`src/hdl/hfd_pkg.sv`:
```
// Types, constants and CRC helper for the HDLC deframer
`timescale 1ns / 1ps

package hfd_pkg;

    localparam int MIN_OCTETS = 17;
    localparam int MAX_OCTETS = 512;

    localparam int COUNT_W  = $clog2(MAX_OCTETS + 1);
    localparam int METRIC_W = 7;
    localparam int BYTE_W   = 8;
    localparam int STATUS_W = 2;
    localparam int LEN_W    = 10;
    localparam int CFG_IDX_W = 1;
    localparam int CFG_DATA_W = 7;

    localparam logic [2:0]  ONES_STUFF = 3'd5;
    localparam logic [2:0]  ONES_FLAG  = 3'd6;
    localparam logic [2:0]  ONES_MAX   = 3'd7;
    localparam logic [2:0]  BIT_LAST   = 3'd7;

    localparam logic [15:0] CRC_PRESET = 16'hFFFF;
    localparam logic [15:0] CRC_POLY   = 16'h8408;
    localparam logic [15:0] CRC_GOOD   = 16'hF0B8;

    typedef enum logic [STATUS_W-1:0] {
        STATUS_GOOD     = 2'd0,
        STATUS_BAD_FCS  = 2'd1,
        STATUS_SQUELCH  = 2'd2,
        STATUS_OVERFLOW = 2'd3
    } frame_status_t;

    typedef enum logic [CFG_IDX_W-1:0] {
        REG_SQUELCH_ENABLE = 1'b0,
        REG_SQUELCH_LEVEL  = 1'b1
    } cfg_reg_t;

    function automatic logic [15:0] crc_feed(input logic [15:0] crc, input logic [7:0] octet);
        logic [15:0] c;
        c = crc ^ {8'h00, octet};
        for (int k = 0; k < 8; k++)
        begin
            if (c[0])
            begin
                c = (c >> 1) ^ CRC_POLY;
            end
            else
            begin
                c = c >> 1;
            end
        end
        return c;
    endfunction

endpackage

```
`src/hdl/hdlc_frame_deframer_unit.sv`:
```
// HDLC deframer: bit unstuffing, octet assembly, X.25 FCS check
//
//   channel | direction | signals
//   --------+-----------+---------------------------------------------------
//   in      | sink      | in_valid, in_ready, rx_bit, signal_metric
//   out     | source    | out_valid, out_ready, data_byte, frame_end,
//           |           | frame_status, frame_length
//   cfg     | sink      | cfg_we, cfg_index, cfg_data
//
// One bit per cycle while in_ready is high: each accepted bit updates state, and
// a result is written into the output register on the same clock edge.
// The octet CRC update is the longest path between state and output register.
// A waiting result stalls input only when out_ready is low in that cycle.
// Reset clears all framing state; there is no clearing pass.
`timescale 1ns / 1ps

module hdlc_frame_deframer_unit
(
    input  logic                           clk,
    input  logic                           rst_n,
    input  logic                           in_valid,
    output logic                           in_ready,
    input  logic                           rx_bit,
    input  logic [hfd_pkg::METRIC_W-1:0]   signal_metric,
    output logic                           out_valid,
    input  logic                           out_ready,
    output logic [hfd_pkg::BYTE_W-1:0]     data_byte,
    output logic                           frame_end,
    output logic [hfd_pkg::STATUS_W-1:0]   frame_status,
    output logic [hfd_pkg::LEN_W-1:0]      frame_length,
    input  logic                           cfg_we,
    input  logic [hfd_pkg::CFG_IDX_W-1:0]  cfg_index,
    input  logic [hfd_pkg::CFG_DATA_W-1:0] cfg_data
);
    import hfd_pkg::*;

    logic                  squelch_enable_reg;
    logic [METRIC_W-1:0]   squelch_level_reg;

    logic [BYTE_W-1:0]     shifter_reg, shifter_next;
    logic [2:0]            bit_count_reg, bit_count_next;
    logic [2:0]            ones_run_reg, ones_run_next;
    logic [COUNT_W-1:0]    octet_count_reg, octet_count_next;
    logic                  in_frame_reg, in_frame_next;
    logic [15:0]           crc_reg, crc_next;
    logic                  overflow_reg, overflow_next;

    logic                  out_valid_reg;
    logic [BYTE_W-1:0]     data_byte_reg;
    logic                  frame_end_reg;
    frame_status_t         frame_status_reg;
    logic [LEN_W-1:0]      frame_length_reg;

    logic                  accept;
    logic                  emit;
    logic                  shift_data;
    logic [BYTE_W-1:0]     res_byte;
    logic                  res_end;
    frame_status_t         res_status;
    logic [LEN_W-1:0]      res_length;

    assign in_ready = !out_valid_reg || out_ready;
    assign accept   = in_valid && in_ready;

    always_comb
    begin
        shifter_next     = shifter_reg;
        bit_count_next   = bit_count_reg;
        ones_run_next    = ones_run_reg;
        octet_count_next = octet_count_reg;
        in_frame_next    = in_frame_reg;
        crc_next         = crc_reg;
        overflow_next    = overflow_reg;
        emit             = 1'b0;
        shift_data       = 1'b0;
        res_byte         = '0;
        res_end          = 1'b0;
        res_status       = STATUS_GOOD;
        res_length       = '0;

        if (!rx_bit)
        begin
            ones_run_next = '0;
            if (ones_run_reg == ONES_FLAG)
            begin
                bit_count_next = '0;
                if (in_frame_reg && octet_count_reg >= COUNT_W'(MIN_OCTETS))
                begin
                    emit       = 1'b1;
                    res_end    = 1'b1;
                    res_length = LEN_W'(octet_count_reg);
                    if (overflow_reg)
                    begin
                        res_status = STATUS_OVERFLOW;
                    end
                    else if (squelch_enable_reg && signal_metric < squelch_level_reg)
                    begin
                        res_status = STATUS_SQUELCH;
                    end
                    else if (crc_reg == CRC_GOOD)
                    begin
                        res_status = STATUS_GOOD;
                    end
                    else
                    begin
                        res_status = STATUS_BAD_FCS;
                    end
                end
                // open next frame
                in_frame_next    = 1'b1;
                octet_count_next = '0;
                overflow_next    = 1'b0;
                crc_next         = CRC_PRESET;
            end
            else if (ones_run_reg != ONES_STUFF)
            begin
                shift_data = 1'b1;
            end
        end
        else
        begin
            if (ones_run_reg != ONES_MAX)
            begin
                ones_run_next = ones_run_reg + 3'd1;
            end
            shift_data = 1'b1;
        end

        if (shift_data)
        begin
            shifter_next = {rx_bit, shifter_reg[BYTE_W-1:1]};
            if (bit_count_reg != BIT_LAST)
            begin
                bit_count_next = bit_count_reg + 3'd1;
            end
            else
            begin
                bit_count_next = '0;
                if (in_frame_reg)
                begin
                    if (octet_count_reg >= COUNT_W'(MAX_OCTETS))
                    begin
                        overflow_next = 1'b1;
                    end
                    else
                    begin
                        crc_next         = crc_feed(crc_reg, shifter_next);
                        octet_count_next = octet_count_reg + COUNT_W'(1);
                        emit             = 1'b1;
                        res_byte         = shifter_next;
                    end
                end
            end
        end
    end

    always_ff @(posedge clk or negedge rst_n)
    begin
        if (!rst_n)
        begin
            squelch_enable_reg <= 1'b0;
            squelch_level_reg  <= '0;
        end
        else if (cfg_we)
        begin
            case (cfg_index)
                REG_SQUELCH_ENABLE: squelch_enable_reg <= cfg_data[0];
                REG_SQUELCH_LEVEL:  squelch_level_reg  <= cfg_data[METRIC_W-1:0];
                default:            squelch_enable_reg <= squelch_enable_reg;
            endcase
        end
    end

    always_ff @(posedge clk or negedge rst_n)
    begin
        if (!rst_n)
        begin
            shifter_reg     <= '0;
            bit_count_reg   <= '0;
            ones_run_reg    <= '0;
            octet_count_reg <= '0;
            in_frame_reg    <= 1'b0;
            crc_reg         <= CRC_PRESET;
            overflow_reg    <= 1'b0;
        end
        else if (accept)
        begin
            shifter_reg     <= shifter_next;
            bit_count_reg   <= bit_count_next;
            ones_run_reg    <= ones_run_next;
            octet_count_reg <= octet_count_next;
            in_frame_reg    <= in_frame_next;
            crc_reg         <= crc_next;
            overflow_reg    <= overflow_next;
        end
    end

    always_ff @(posedge clk or negedge rst_n)
    begin
        if (!rst_n)
        begin
            out_valid_reg <= 1'b0;
        end
        else if (accept)
        begin
            out_valid_reg <= emit;
        end
        else if (out_ready)
        begin
            out_valid_reg <= 1'b0;
        end
    end

    always_ff @(posedge clk)
    begin
        if (accept && emit)
        begin
            data_byte_reg    <= res_byte;
            frame_end_reg    <= res_end;
            frame_status_reg <= res_status;
            frame_length_reg <= res_length;
        end
    end

    assign out_valid    = out_valid_reg;
    assign data_byte    = data_byte_reg;
    assign frame_end    = frame_end_reg;
    assign frame_status = frame_status_reg;
    assign frame_length = frame_length_reg;

endmodule

```
`config.mk`:
```
export PLATFORM = sky130hd
export DESIGN_NAME = hdlc_frame_deframer_unit
export DESIGN_NICKNAME = d
export VERILOG_FILES = /design/src/hdl/hfd_pkg.sv /design/src/hdl/hdlc_frame_deframer_unit.sv
export SDC_FILE = /design/constraint.sdc
export NUM_CORES = 1
export LEC_CHECK = 0
export BUFFER_PORTS_ARGS = -buffer_cell sky130_fd_sc_hd__buf_2
export CAP_MARGIN = 20
export CORE_UTILIZATION = 46
export CTS_CLUSTER_DIAMETER = 100
export DETAILED_ROUTE_END_ITERATION = 6
export HOLD_SLACK_MARGIN = 0.06
export PLACE_DENSITY = 0.74
export RECOVER_POWER = 100
export SLEW_MARGIN = 20
export SYNTH_ARGS = -nofsm -noshare
export SYNTH_HDL_FRONTEND = slang
export SYNTH_SLANG_ARGS = --single-unit
```
`constraint.sdc`:
```
create_clock -name clk -period 5.65 [get_ports clk]
set_input_delay 0.2825 -clock clk [delete_from_list [all_inputs] [get_ports clk]]
set_output_delay 0.2825 -clock clk [all_outputs]
set_load 0.005 [all_outputs]
```
* Word-level counts from Yosys, hierarchy flattened
Index checks and enable logic that the tools add are counted.
** Cells by class
- Reductions and logical operators :: 16
- Order comparisons :: 3
- Add/sub/neg operators :: 3
- Eq/ne operators :: 7
- Bitwise gates (word level) :: 15
- Mux-type cells :: 75
** Operator list (count)
- $mux 16 :: 42
- $mux 10 :: 6
- $not 2->3 :: 8
- $mux 1 :: 19
- $mux 3 :: 6
- $eq 16x16->1 const B :: 1
- $xor 16x8->16 :: 1
- $add 10x1->10 const B :: 1
- $ge 10x10->1 const B :: 1
- $ge 10x5->1 const B :: 1
- $ne 3x3->1 const B :: 3
- $reduce_and 2->1 :: 4
- $lt 7x7->1 :: 1
- $add 3x1->3 const B :: 2
- $not 1->1 :: 6
- $reduce_and 3->1 :: 2
- $logic_and 1x1->1 :: 4
- $mux 2 :: 2
- $ne 2x1->1 const B :: 2
- $reduce_bool 2->1 :: 2
- $reduce_or 4->1 :: 1
- $eq 3x3->1 const B :: 1
- $reduce_or 3->1 :: 1
- $logic_not 1->1 :: 1
- $logic_or 1x1->1 :: 1
** Word-level totals
- Input port bits :: 21
- Output and inout port bits :: 23
- Logic and storage cells :: 133
- Flip-flop bits (word level) :: 72

* Longest topological paths before layout
Gate-level depths: netlist of run 1.
- Depth after elaboration :: 49
- Gate-level depth with buffers :: 8
- Gate-level depth less buffers :: 7

* Worst setup path after synthesis of run 1
OpenSTA, ideal clock, no wires.
- Path type :: register to register
- Start point :: register octet_count_reg[0]
- End point :: register data_byte_reg[0] (netlist: data_byte[0]), enable pin
- Clock period less this slack :: 2.627 ns
- Setup slack :: 3.023 ns
- Data required time :: 5.248 ns
- Cell stages (with the launch flop) :: 8
- Library setup time :: 0.402 ns
- Arrival :: 2.224 ns
- Path buffers :: 1
- Path through :: dfrtp_1 ha_1 or4b_2 a211oi_1 nor3b_1 clkbuf_1 nand2_1 nand2_1
** Between the ends
- Cells in the longest elaborated chain, start to end :: 10
- Elaborated cells between the ends (all ways) :: 11
- Classes of those cells :: order compare (2); mux (7); reduce/logical (2)
** Ends and longest elaborated chain
- start: declaration :: line hdlc_frame_deframer_unit.sv:43 : logic [COUNT_W-1:0] octet_count_reg, octet_count_next;
- start signal: assignment :: line hdlc_frame_deframer_unit.sv:191 : octet_count_reg <= octet_count_next;
- $ge 10x5->1 :: line hdlc_frame_deframer_unit.sv:87 : if (in_frame_reg && octet_count_reg >= COUNT_W'(MIN_OCTETS))
- $logic_and 1x1->1 :: line hdlc_frame_deframer_unit.sv:87
- $mux 1 :: line hdlc_frame_deframer_unit.sv:87
- $mux 1 (2 in series)
- $mux 1 :: line hdlc_frame_deframer_unit.sv:141 : if (octet_count_reg >= COUNT_W'(MAX_OCTETS))
- $mux 1 :: line hdlc_frame_deframer_unit.sv:139 : if (in_frame_reg)
- $mux 1 :: line hdlc_frame_deframer_unit.sv:132 : if (bit_count_reg != BIT_LAST)
- $mux 1 (*) :: line hdlc_frame_deframer_unit.sv:129 : if (shift_data)
- $logic_and 1x1->1 (*) :: line hdlc_frame_deframer_unit.sv:216 : if (accept && emit)
- end signal: assignment :: line hdlc_frame_deframer_unit.sv:218 : data_byte_reg <= res_byte;
- end: declaration :: line hdlc_frame_deframer_unit.sv:49 : logic [BYTE_W-1:0] data_byte_reg;
Every way passes the cells marked *; elsewhere a longest branch is shown, timed or not.
A chain may end at the register's enable or synchronous reset.

* Final worst setup path of run 1
- Start point :: register ones_run_reg[0]
- End point :: register octet_count_reg[8]
** Between the ends
- Cells in the longest elaborated chain, start to end :: 7
- Elaborated cells between the ends (all ways) :: 11
- Classes of those cells :: eq/ne (2); mux (9)
** Ends and longest elaborated chain
- start: declaration :: line hdlc_frame_deframer_unit.sv:42 : logic [2:0] ones_run_reg, ones_run_next;
- start signal: assignment :: line hdlc_frame_deframer_unit.sv:190 : ones_run_reg <= ones_run_next;
- $eq 3x3->1 :: line hdlc_frame_deframer_unit.sv:84 : if (ones_run_reg == ONES_FLAG)
- $mux 10 :: line hdlc_frame_deframer_unit.sv:84
- $mux 10 :: line hdlc_frame_deframer_unit.sv:81 : if (!rx_bit)
- $mux 10 :: line hdlc_frame_deframer_unit.sv:141
- $mux 10 :: line hdlc_frame_deframer_unit.sv:139
- $mux 10 :: line hdlc_frame_deframer_unit.sv:132
- $mux 10 (*) :: line hdlc_frame_deframer_unit.sv:129
Marks and branches as above.

==> results of run 1 <==
-- area by class of cell --
cell class,instances,area share (%)
Sequential cell,71,48.1
Multi-Input combinational cell,214,35.2
Timing Repair Buffer,47,5.69
Clock inverter,6,3.35
Clock buffer,10,3.23
Tap cell,99,3.13
Inverter,14,1.33
-- cells in the mapped netlist (all sizes together), types with 3 or more instances --
cell    count  area [um^2]
nand2      45          169
dfrtp      34          851
edfxtp     21          631
o21ai      20          100
a21oi      17         85.1
and2       17          106
dfstp      16          420
xor2       16          140
ha         15          188
inv        14         52.6
xnor2      13          114
nor2       10         40.0
mux2        8         90.1
nor3        7         35.0
clkbuf      5         18.8
nand3       5         25.0
nor2b       4         25.0
o211ai      4         35.0
and3        3         18.8
nand4       3         18.8
o31ai       3         22.5
-- power by group --
group / total (W) / internal [W] / switching [W] / leakage [nW]
combinational: 0.000345 / 0.000164 / 0.000182 / 0.787
sequential: 0.000714 / 0.000637 / 0.0000770 / 0.792
clock: 0.000528 / 0.000337 / 0.000191 / 0.126
-- logic make-up after synthesis --
family                     synth area share [%]
buffers and inverters                      2.57
adders and majority gates                  5.50
xor gates and xnor gates                   7.45
muxes                                      2.64
and+or+nand+nor                            15.7
DFF                                        55.8
AOI/OAI and AO/OA                          10.4
-- routing by layer --
metal | vias up | routed length, um
met5 | - | 0
met4 | 0 | 161
met3 | 14 | 232
met2 | 51 | 3190
met1 | 1178 | 2910
li1 | 1168 | -
-- critical path, cell delays in order, from the launching register on --
cell	delay, ns
sky130_fd_sc_hd__dfrtp_1	0.43
sky130_fd_sc_hd__inv_1	0.09
sky130_fd_sc_hd__ha_1	0.24
sky130_fd_sc_hd__or2_0	0.30
sky130_fd_sc_hd__a2111oi_1	2.29
sky130_fd_sc_hd__nand4_1	0.29
sky130_fd_sc_hd__xor2_1	0.26
sky130_fd_sc_hd__nor2_1	0.09
-- how the worst min path moves through the flow --
stage,from,end,slack [ns],cells after the start
final,cfg_data[2],squelch_level_reg[2],0.16,2
after global routing,cfg_data[6],squelch_level_reg[6],0.16,2
after CTS,cfg_data[2],squelch_level_reg[2],0.15,2
after detailed placement,rst_n,squelch_level_reg[2],0.43,2
after global placement,rst_n,squelch_level_reg[2],0.43,2
after floorplan,rst_n,bit_count_reg[0],-0.01,0
-- stage by stage --
stage	std cells	util [%]	instance area, um^2	setup slack, ns	total power [W]
6_report	461	54.8	3960	1.60	0.00159
4_1_cts	461	55.5	4010	2.31	0.00160
5_1_grt	461	54.8	3960	1.28	0.00168
3_3_place_gp	444	51.8	3740	2.50	0.00105
2_1_floorplan	306	-	3410	3.02	0.000981
3_5_place_dp	444	51.8	3740	2.33	0.00107
-- timing repair --
| action | CTS | global route |
|---|---|---|
| endpoints found under the setup margin | 0 | 0 |
| hold endpoints to repair | 3 | 0 |
| hold buffers | 1 | 0 |
| resized for setup | 0 | 0 |
==> flow_results.org, run 1 <==
** Global routing
- In the global route stage, met3 resource usage came out at 4.43%.
- Global router's overall resource usage :: 18.8%
- Global routing consumed, on the met2 layer, 28.8% of the routing resources.
- Overflow left after global routing :: 0
- Maximum number of pins on one net before global-route repair :: 51
- Global-route wire length before repair :: 10,800 um
- The number of global-route vias before repair is 2,260.
- Number of antenna violations at the first check in global routing :: 0
- For this run, global-route usage on met1 was measured as 25.0%.
- After global routing, the most crowded layer is met2.

** Synthesis
- The average instance in the mapped netlist occupies 11.1 um^2.
- Number of flops mapped to enable cells by yosys :: 21
- The synthesized netlist contains 44 unique library cells.
- Synthesis handed over a netlist of 306 instances.
- In this run the cell area of the synthesized design comes to 3410 um^2.
- In this run, synthesis produced a sequential element count of 71.
- The number of nets in the synthesized netlist is 342.
- The most used flip-flop cell after synthesis is sky130_fd_sc_hd__dfrtp_1.
- For this run, the number of Yosys warnings is 0.
- Of the synthesized area, sequential elements account for 55.8%.
- After synthesis, the share of flip-flops with an asynchronous set or reset is 70.4%.

** Timing
- Crit path time final :: 4.05 ns
- Min Hold Slack :: 0.164 ns
- Setup violations remaining at the end of the flow were counted as 0.
- Highest Clock Rate :: 247 MHz
- Clock skew on the completed layout was measured at 0.00611 ns.
- In the final timing run, aggregate negative setup slack is 0 ns.
- RSZ-0062 raised after global routing :: no
- In the finished design, the share of the clock period the worst path needs comes to 71.6%.
- Endpoints failing hold :: 0
- Final Slew Violations :: 68
- For the pin with the worst max-slew slack, the measured transition is 2.81 ns.
- Worst-case headroom to the max-slew limit :: -87.5%

** Clocking
- Root Buffer Master :: sky130_fd_sc_hd__clkbuf_8
- Buffer count from post-CTS setup fixing :: 0
- CTS buffer count :: 9
- Clock latency on the worst-skew pair, taken at its later pin, is 0.35 ns.
- Counting along the longest clock path gives a buffer depth of 2.
- The tree built by TritonCTS fans out to 71 sinks.
- CTS tree :: done
- Total number of H-tree levels :: 3
- After clock tree synthesis, the clock-pin slew on the worst setup and hold paths is 0.07 ns.

** Run status
- Run status :: complete, but fails checks
- The final reports fail on max-capacitance violations, max-slew violations.

** Finish
- Commonest non-fill, non-tap cells in the layout :: 45 x sky130_fd_sc_hd__nand2_1, 34 x sky130_fd_sc_hd__dfrtp_1, 31 x sky130_fd_sc_hd__buf_2
- 0 antenna diodes ended up in the layout.
- Fraction of layout instances using a drive strength above 1 :: 20.2%
- The register with the most flip-flops in the layout has 16 of them.
- FF/Latch Area :: 1900 um^2
- Most frequent standard cell in the layout excluding fill and tap cells :: sky130_fd_sc_hd__nand2_1
- Area of combinational cells with multiple inputs :: 1390 um^2
- Growth of design area from synthesis to finish :: 16.0%
- Final layout net count :: 393
- Fill cells in the final layout number 649.

** Placement
- Count of buffers from port buffering :: 43
- Final estimated routing congestion in global placement :: 0.779
- Once detailed placement completed, the half-perimeter wirelength came to 4640 um.

** Setup path
- Max FO, Critical Path :: 16
- In this run the register-to-register setup slack is 1.60 ns.
- Counting cells, the worst reg-to-reg path comes to 7.
- CP endpoint :: octet_count_reg[8]
- CP Capture Type :: flip-flop
- The worst setup path is of the reg2reg kind.
- Data required time at the worst endpoint :: 5.93 ns
- In this run the critical register-to-register path is launched from ones_run_reg[0].
- STA classifies the critical path startpoint as a flip-flop.
- Startpoint of the worst setup timing path :: ones_run_reg[0]
- Arrival time of data at the critical path endpoint :: 4.32 ns
- In this run the critical register-to-register path is captured at octet_count_reg[8].

** Detailed routing
- Via/cell ratio :: 5.23
- For this run, design rule violations remaining after detail routing come to 0.
- After detailed routing, the total wire length is 6490 um.
- The detail route stage leaves a number of antenna-violating nets equal to 0.
- Via total after detailed routing :: 2,411
- 1st-iter DRT viols :: 117
- After detailed routing, the average wire length per cell comes to 14.1 um.
- Pre-antenna DRT Iters :: 4

** Floorplanning
- Starting density of the core :: 47.3%
- Die outline width :: 88.1 um
- The floorplan step defined a die boundary enclosing 7760 um^2.
- The region available for standard cell placement spans 7210 um^2.
- The initialized floorplan defines 31 standard-cell rows.
- Height of the die :: 88.1 um
- Num ports :: 44

** Power
- The worst-case IR drop observed on VDD is 0.195 mV.
- Summed over all cells, the static leakage comes to 1.71 nW.
- For this design the ratio of total power to cell area is 401 nW/um^2.

** Run
- Max-cap violations in this run came to 2.

** Worst hold path
- Class of the worst hold path :: in2reg
Note: power is estimated with default switching activity, not from simulation.
==> run 2: changes to the inputs <==
--- a/config.mk
+++ b/config.mk
@@ -5,13 +5,14 @@
 export SDC_FILE = /design/constraint.sdc
 export NUM_CORES = 1
 export LEC_CHECK = 0
+export ABC_AREA = 1
 export BUFFER_PORTS_ARGS = -buffer_cell sky130_fd_sc_hd__buf_2
 export CAP_MARGIN = 20
 export CORE_UTILIZATION = 46
 export CTS_CLUSTER_DIAMETER = 100
 export DETAILED_ROUTE_END_ITERATION = 6
 export HOLD_SLACK_MARGIN = 0.06
-export PLACE_DENSITY = 0.74
+export PLACE_DENSITY = 0.73
 export RECOVER_POWER = 100
 export SLEW_MARGIN = 20
 export SYNTH_ARGS = -nofsm -noshare
==> constraint.sdc (replaced) <==
create_clock -name clk -period 4.15 [get_ports clk]
set_input_delay 0.2075 -clock clk [delete_from_list [all_inputs] [get_ports clk]]
set_output_delay 0.2075 -clock clk [all_outputs]
set_load 0.005 [all_outputs]
==> run 2 against run 1 <==
  * The flow now finishes without violations
  * Global-route usage fell by 0.56 points
  * Power rose by 33%
  * Wire length rose by 9.6%
  * Via count rose by 21%
  * Cell count rose by 31%
  * Sequential cell count did not move
  * Worst hold slack got worse by 0.062 ns
  * Maximum frequency rose by 55%
  * Largest cell class unchanged
  * Design area rose by 6.3%
  * Largest power group unchanged
  * Register-to-register slack got worse by 0.06 ns
  * Core utilization fell by 1.3 points
==> flow_results.org, run 2 <==
** Synthesis
- sky130_fd_sc_hd__nand2_1 is the most common cell in the netlist.
- Async set or reset register ratio after synthesis :: 70.4% (unchanged)
- The number of register bits inferred by synthesis is 71 (unchanged).
- The largest total area in the synthesized netlist belongs to sky130_fd_sc_hd__dfrtp_1.
- Fraction of the yosys area taken by sequential cells :: 50.1% (-5.6 points)
- The number of standard cells after synthesis came to 447 (+46%).
- Summed instance area of the synthesized netlist :: 3790 um^2 (+11%)
- The synthesized area divided by synthesized cell count came to 8.49 um^2 (-24%).
- Synthesis Warnings :: 0 (unchanged)
- Top cells by area in the synthesized netlist :: sky130_fd_sc_hd__dfrtp_1 22%, sky130_fd_sc_hd__edfxtp_1 17%, sky130_fd_sc_hd__dfstp_2 11%
- The number of synthesized flops with an enable pin was 21 (unchanged).
- The number of nets produced by synthesis was 483 (+41%).
- Most common library cells after synthesis :: 111 x sky130_fd_sc_hd__nand2_1, 76 x sky130_fd_sc_hd__inv_1, 55 x sky130_fd_sc_hd__nor2_1
- The number of distinct library cell variants in the gate-level netlist after synthesis is 32 (-27%).
- Most instantiated flip-flop cell in the synthesis netlist :: sky130_fd_sc_hd__dfrtp_1
- The top-area cell type share of the netlist area came to 22.4% (-2.5 points).

** Finish
- Commonest non-fill, non-tap cells in the layout :: 114 x sky130_fd_sc_hd__nand2_1, 76 x sky130_fd_sc_hd__inv_1, 57 x sky130_fd_sc_hd__nor2_1
- The share of post-route cells with drive strength above 1 was 14.4% (-5.8 points).
- The number of cells in the finished layout apart from fillers came to 602 (+31%).
- Growth of design area from synthesis to finish :: 10.9%
- The net count reported at finish is 531 (+35%).
- Max FFs per register :: 16 (unchanged)
- The antenna diode count is 0 (unchanged).
- The library cell used most frequently in the layout, excluding fill and tap cells, is sky130_fd_sc_hd__nand2_1.

** Power
- Total power consumption of the routed design :: 0.00211 W (+33%)
- The leakage power is 2.18 nW (+28%).
- Peak supply drop :: 0.292 mV (+50%)
- Power per cell area :: 501 nW/um^2 (+25%)

** Worst hold path
- The worst hold path cell count was 3 (+1).
- Startpoint of the worst hold path :: cfg_data[3]
- Endpoint of the worst hold-timing path :: squelch_level_reg[3]
- The tightest min-delay check is of the in2reg type.

** Setup path
- STA classifies the critical path endpoint as a flip-flop.
- The worst register-to-register path ends at crc_reg[6].
- CP startpoint kind :: flip-flop
- Max FO, Critical Path :: 23 (+7)
- The worst endpoint required time came to 4.42 ns (-1.51 ns).
- Arrival time of data at the critical path endpoint :: 2.87 ns (-1.45 ns)
- The depth of the most critical reg-to-reg path came to 9 (+2).
- Worst reg2reg setup slack :: 1.55 ns (-0.06 ns)
- The worst register-to-register path begins at ones_run_reg[0].
- The critical path is of the reg2reg type.

** Timing
- The final clock period utilization by the worst path is 62.7% (-8.9 points).
- Worst-margin pin slew :: 0.810 ns (-2.00 ns)
- Final Slew Violations :: 0 (-100%)
- The number of endpoints with negative hold slack in the final report is 0 (unchanged).
- Total Negative Setup Slacks :: 0 ns (unchanged)
- RSZ-0062 raised after global routing :: no
- Highest Clock Rate :: 384 MHz (+55%)
- The worst relative slew slack is 45.8% (+130 points).
- The slack of the critical path was 1.55 ns (-0.0581 ns).
- The total of endpoints with negative setup slack in the final report was 0 (unchanged).
- The shortest clock period the worst path allows after layout came to 2.60 ns (-1.44 ns).
- The post-route clock skew is 0.00982 ns (+0.00370 ns).

** Clocking
- The post-CTS setup buffer count is 0 (unchanged).
- The clock buffer count from CTS came to 9 (unchanged).
- The clock input transition at the sequential cells of the worst setup and hold paths was 0.08 ns (about the same).
- Later-pin clock latency in the skew report :: 0.35 ns (about the same)
- Total number of H-tree levels :: 3 (unchanged)
- The cell sitting at the root of the clock tree is a sky130_fd_sc_hd__clkbuf_8.
- CTS tree :: done
- Buffers from clock root to sink, at most :: 2 (unchanged)
- Sink Count :: 71 (unchanged)

** Detailed routing
- Via total after detailed routing :: 2,917 (+21%)
- The number of iterations in the first detailed-routing pass is 6 (+2).
- The remaining number of nets flagged by the antenna check after routing came to 0 (unchanged).
- Average detailed-routed wire length per instance :: 11.8 um (-16%)
- The number of remaining DRC errors is 0 (unchanged).
- The via density per instance is 4.85 (-7.4%).
- The total wirelength of the detailed-routed design is 7120 um (+9.6%).
- 1st-iter DRT viols :: 130 (+11%)

** Global routing
- Met1 Usage GRT :: 23.9% (-1.1 points)
- M2 GR Usage :: 30.4% (+1.6 points)
- The number of global-route vias before repair was 2,804 (+24%).
- Maximum number of pins on one net before global-route repair :: 51 (unchanged)
- Busiest layer in global routing :: met2
- Global-route wire length before repair :: 12,400 um (+15%)
- Number of antenna violations at the first check in global routing :: 0 (unchanged)
- The total track usage came to 18.3% (-0.56 points).
- The met3 global-route usage was 2.71% (-1.7 points).
- The total global routing overflow came to 0 (unchanged).

** Floorplanning
- Height of the die :: 92.8 um (+5.3%)
- Die outline width :: 92.8 um (+5.3%)
- Standard cell core area :: 7850 um^2 (+8.8%)
- The number of top-level pins is 44 (unchanged).
- Starting density of the core :: 48.3% (+1.1 points)
- DIE AREA :: 8610 um^2 (+11%)
- The count of standard-cell rows came to 32 (+3.2%).

** Placement
- The HPWL after detailed placement was 5080 um (+9.5%).
- The pre-CTS worst setup slack was 1.61 ns (-0.723 ns).
- The number of buffers inserted by port buffering is 43 (unchanged).
- The final estimated routing congestion in global placement is 0.854 (+9.5%).
- The total instance count after detailed placement is 585 (+32%).

** Run status
- Run status :: finished, final reports clean

** Run
- The max-capacitance violation count is 0 (-2).
run 2: changes by cell type in the layout (fill, tap and decap cells not counted), sizes merged, moves of 8 or more:
cell / before / now
nand3: 5 / 31
mux2: 8 / 0
and2: 17 / 0
xor2: 16 / 8
nor2: 10 / 59
inv: 14 / 78
nand2: 45 / 116
run 2: critical path, cell delays in order (launching register included):
cell and delay [ns]:
sky130_fd_sc_hd__dfrtp_1 0.38, sky130_fd_sc_hd__inv_1 0.08, sky130_fd_sc_hd__ha_1 0.23, sky130_fd_sc_hd__inv_1 0.06, sky130_fd_sc_hd__nand2_1 0.04, sky130_fd_sc_hd__nand2_1 0.17
sky130_fd_sc_hd__nand4_1 0.54, sky130_fd_sc_hd__nor2_8 0.52, sky130_fd_sc_hd__nor2_1 0.29, sky130_fd_sc_hd__a21oi_1 0.22
run 2: area by class of cell:
cell class	count	area [um^2]
sequential	71	1900
inverter	77	289
clock inverter	7	71.3
timing repair buffer	45	221
fill	766	3640
clock buffer	9	124
tap	102	128
multi-input combinational	291	1470
run 2: kinds of logic after synthesis:
kind of cell	share of synthesized area, %
AOI/OAI and AO/OA	6.50
xor gates and xnor gates	3.46
buffers and inverters	9.99
DFF	50.1
adders and majority gates	4.95
and+or+nand+nor	25.0
run 2: through the flow:
step                hold slack [ns]  instance area (um^2)  utilization (%)
floorplan                   -0.0881                  3790                -
global placement              0.357                  4050             51.7
detailed placement            0.359                  4050             51.7
CTS                          0.0620                  4260             54.3
global route                  0.124                  4210             53.6
finish                        0.103                  4210             53.6
run 2: what timing repair did:
action                                 in CTS  in global routing
endpoints found under the hold margin      34                  0
hold buffers                                1                  0
gates resized for setup                     0                  0
run 2: worst max-delay path by stage:
stage / from / endpoint / slack (ns) / depth (start not counted)
final: ones_run_reg[0] / crc_reg[6] / 1.55 / 9
after global routing: ones_run_reg[0] / crc_reg[6] / 1.28 / 9
after CTS: octet_count_reg[0] / data_byte[6] / 1.59 / 9
after global placement: octet_count_reg[1] / data_byte[0] / 1.78 / 10
after floorplan: bit_count_reg[0] / data_byte[0] / 2.14 / 8
after detailed placement: octet_count_reg[0] / data_byte[1] / 1.61 / 9
run 2: power breakdown:
part / internal (W) / switching, W
logic: 0.000215 / 0.000351
registers: 0.000879 / 0.000113
clock network: 0.000277 / 0.000272
total: 0.00137 / 0.000736
run 2: routing by layer:
layer | share of wire (%) | vias to the layer above
met3 | 3.6 | 9
met5 | 0 | -
li1 | - | 1494
met4 | 1.1 | 0
met2 | 47 | 55
met1 | 48 | 1359
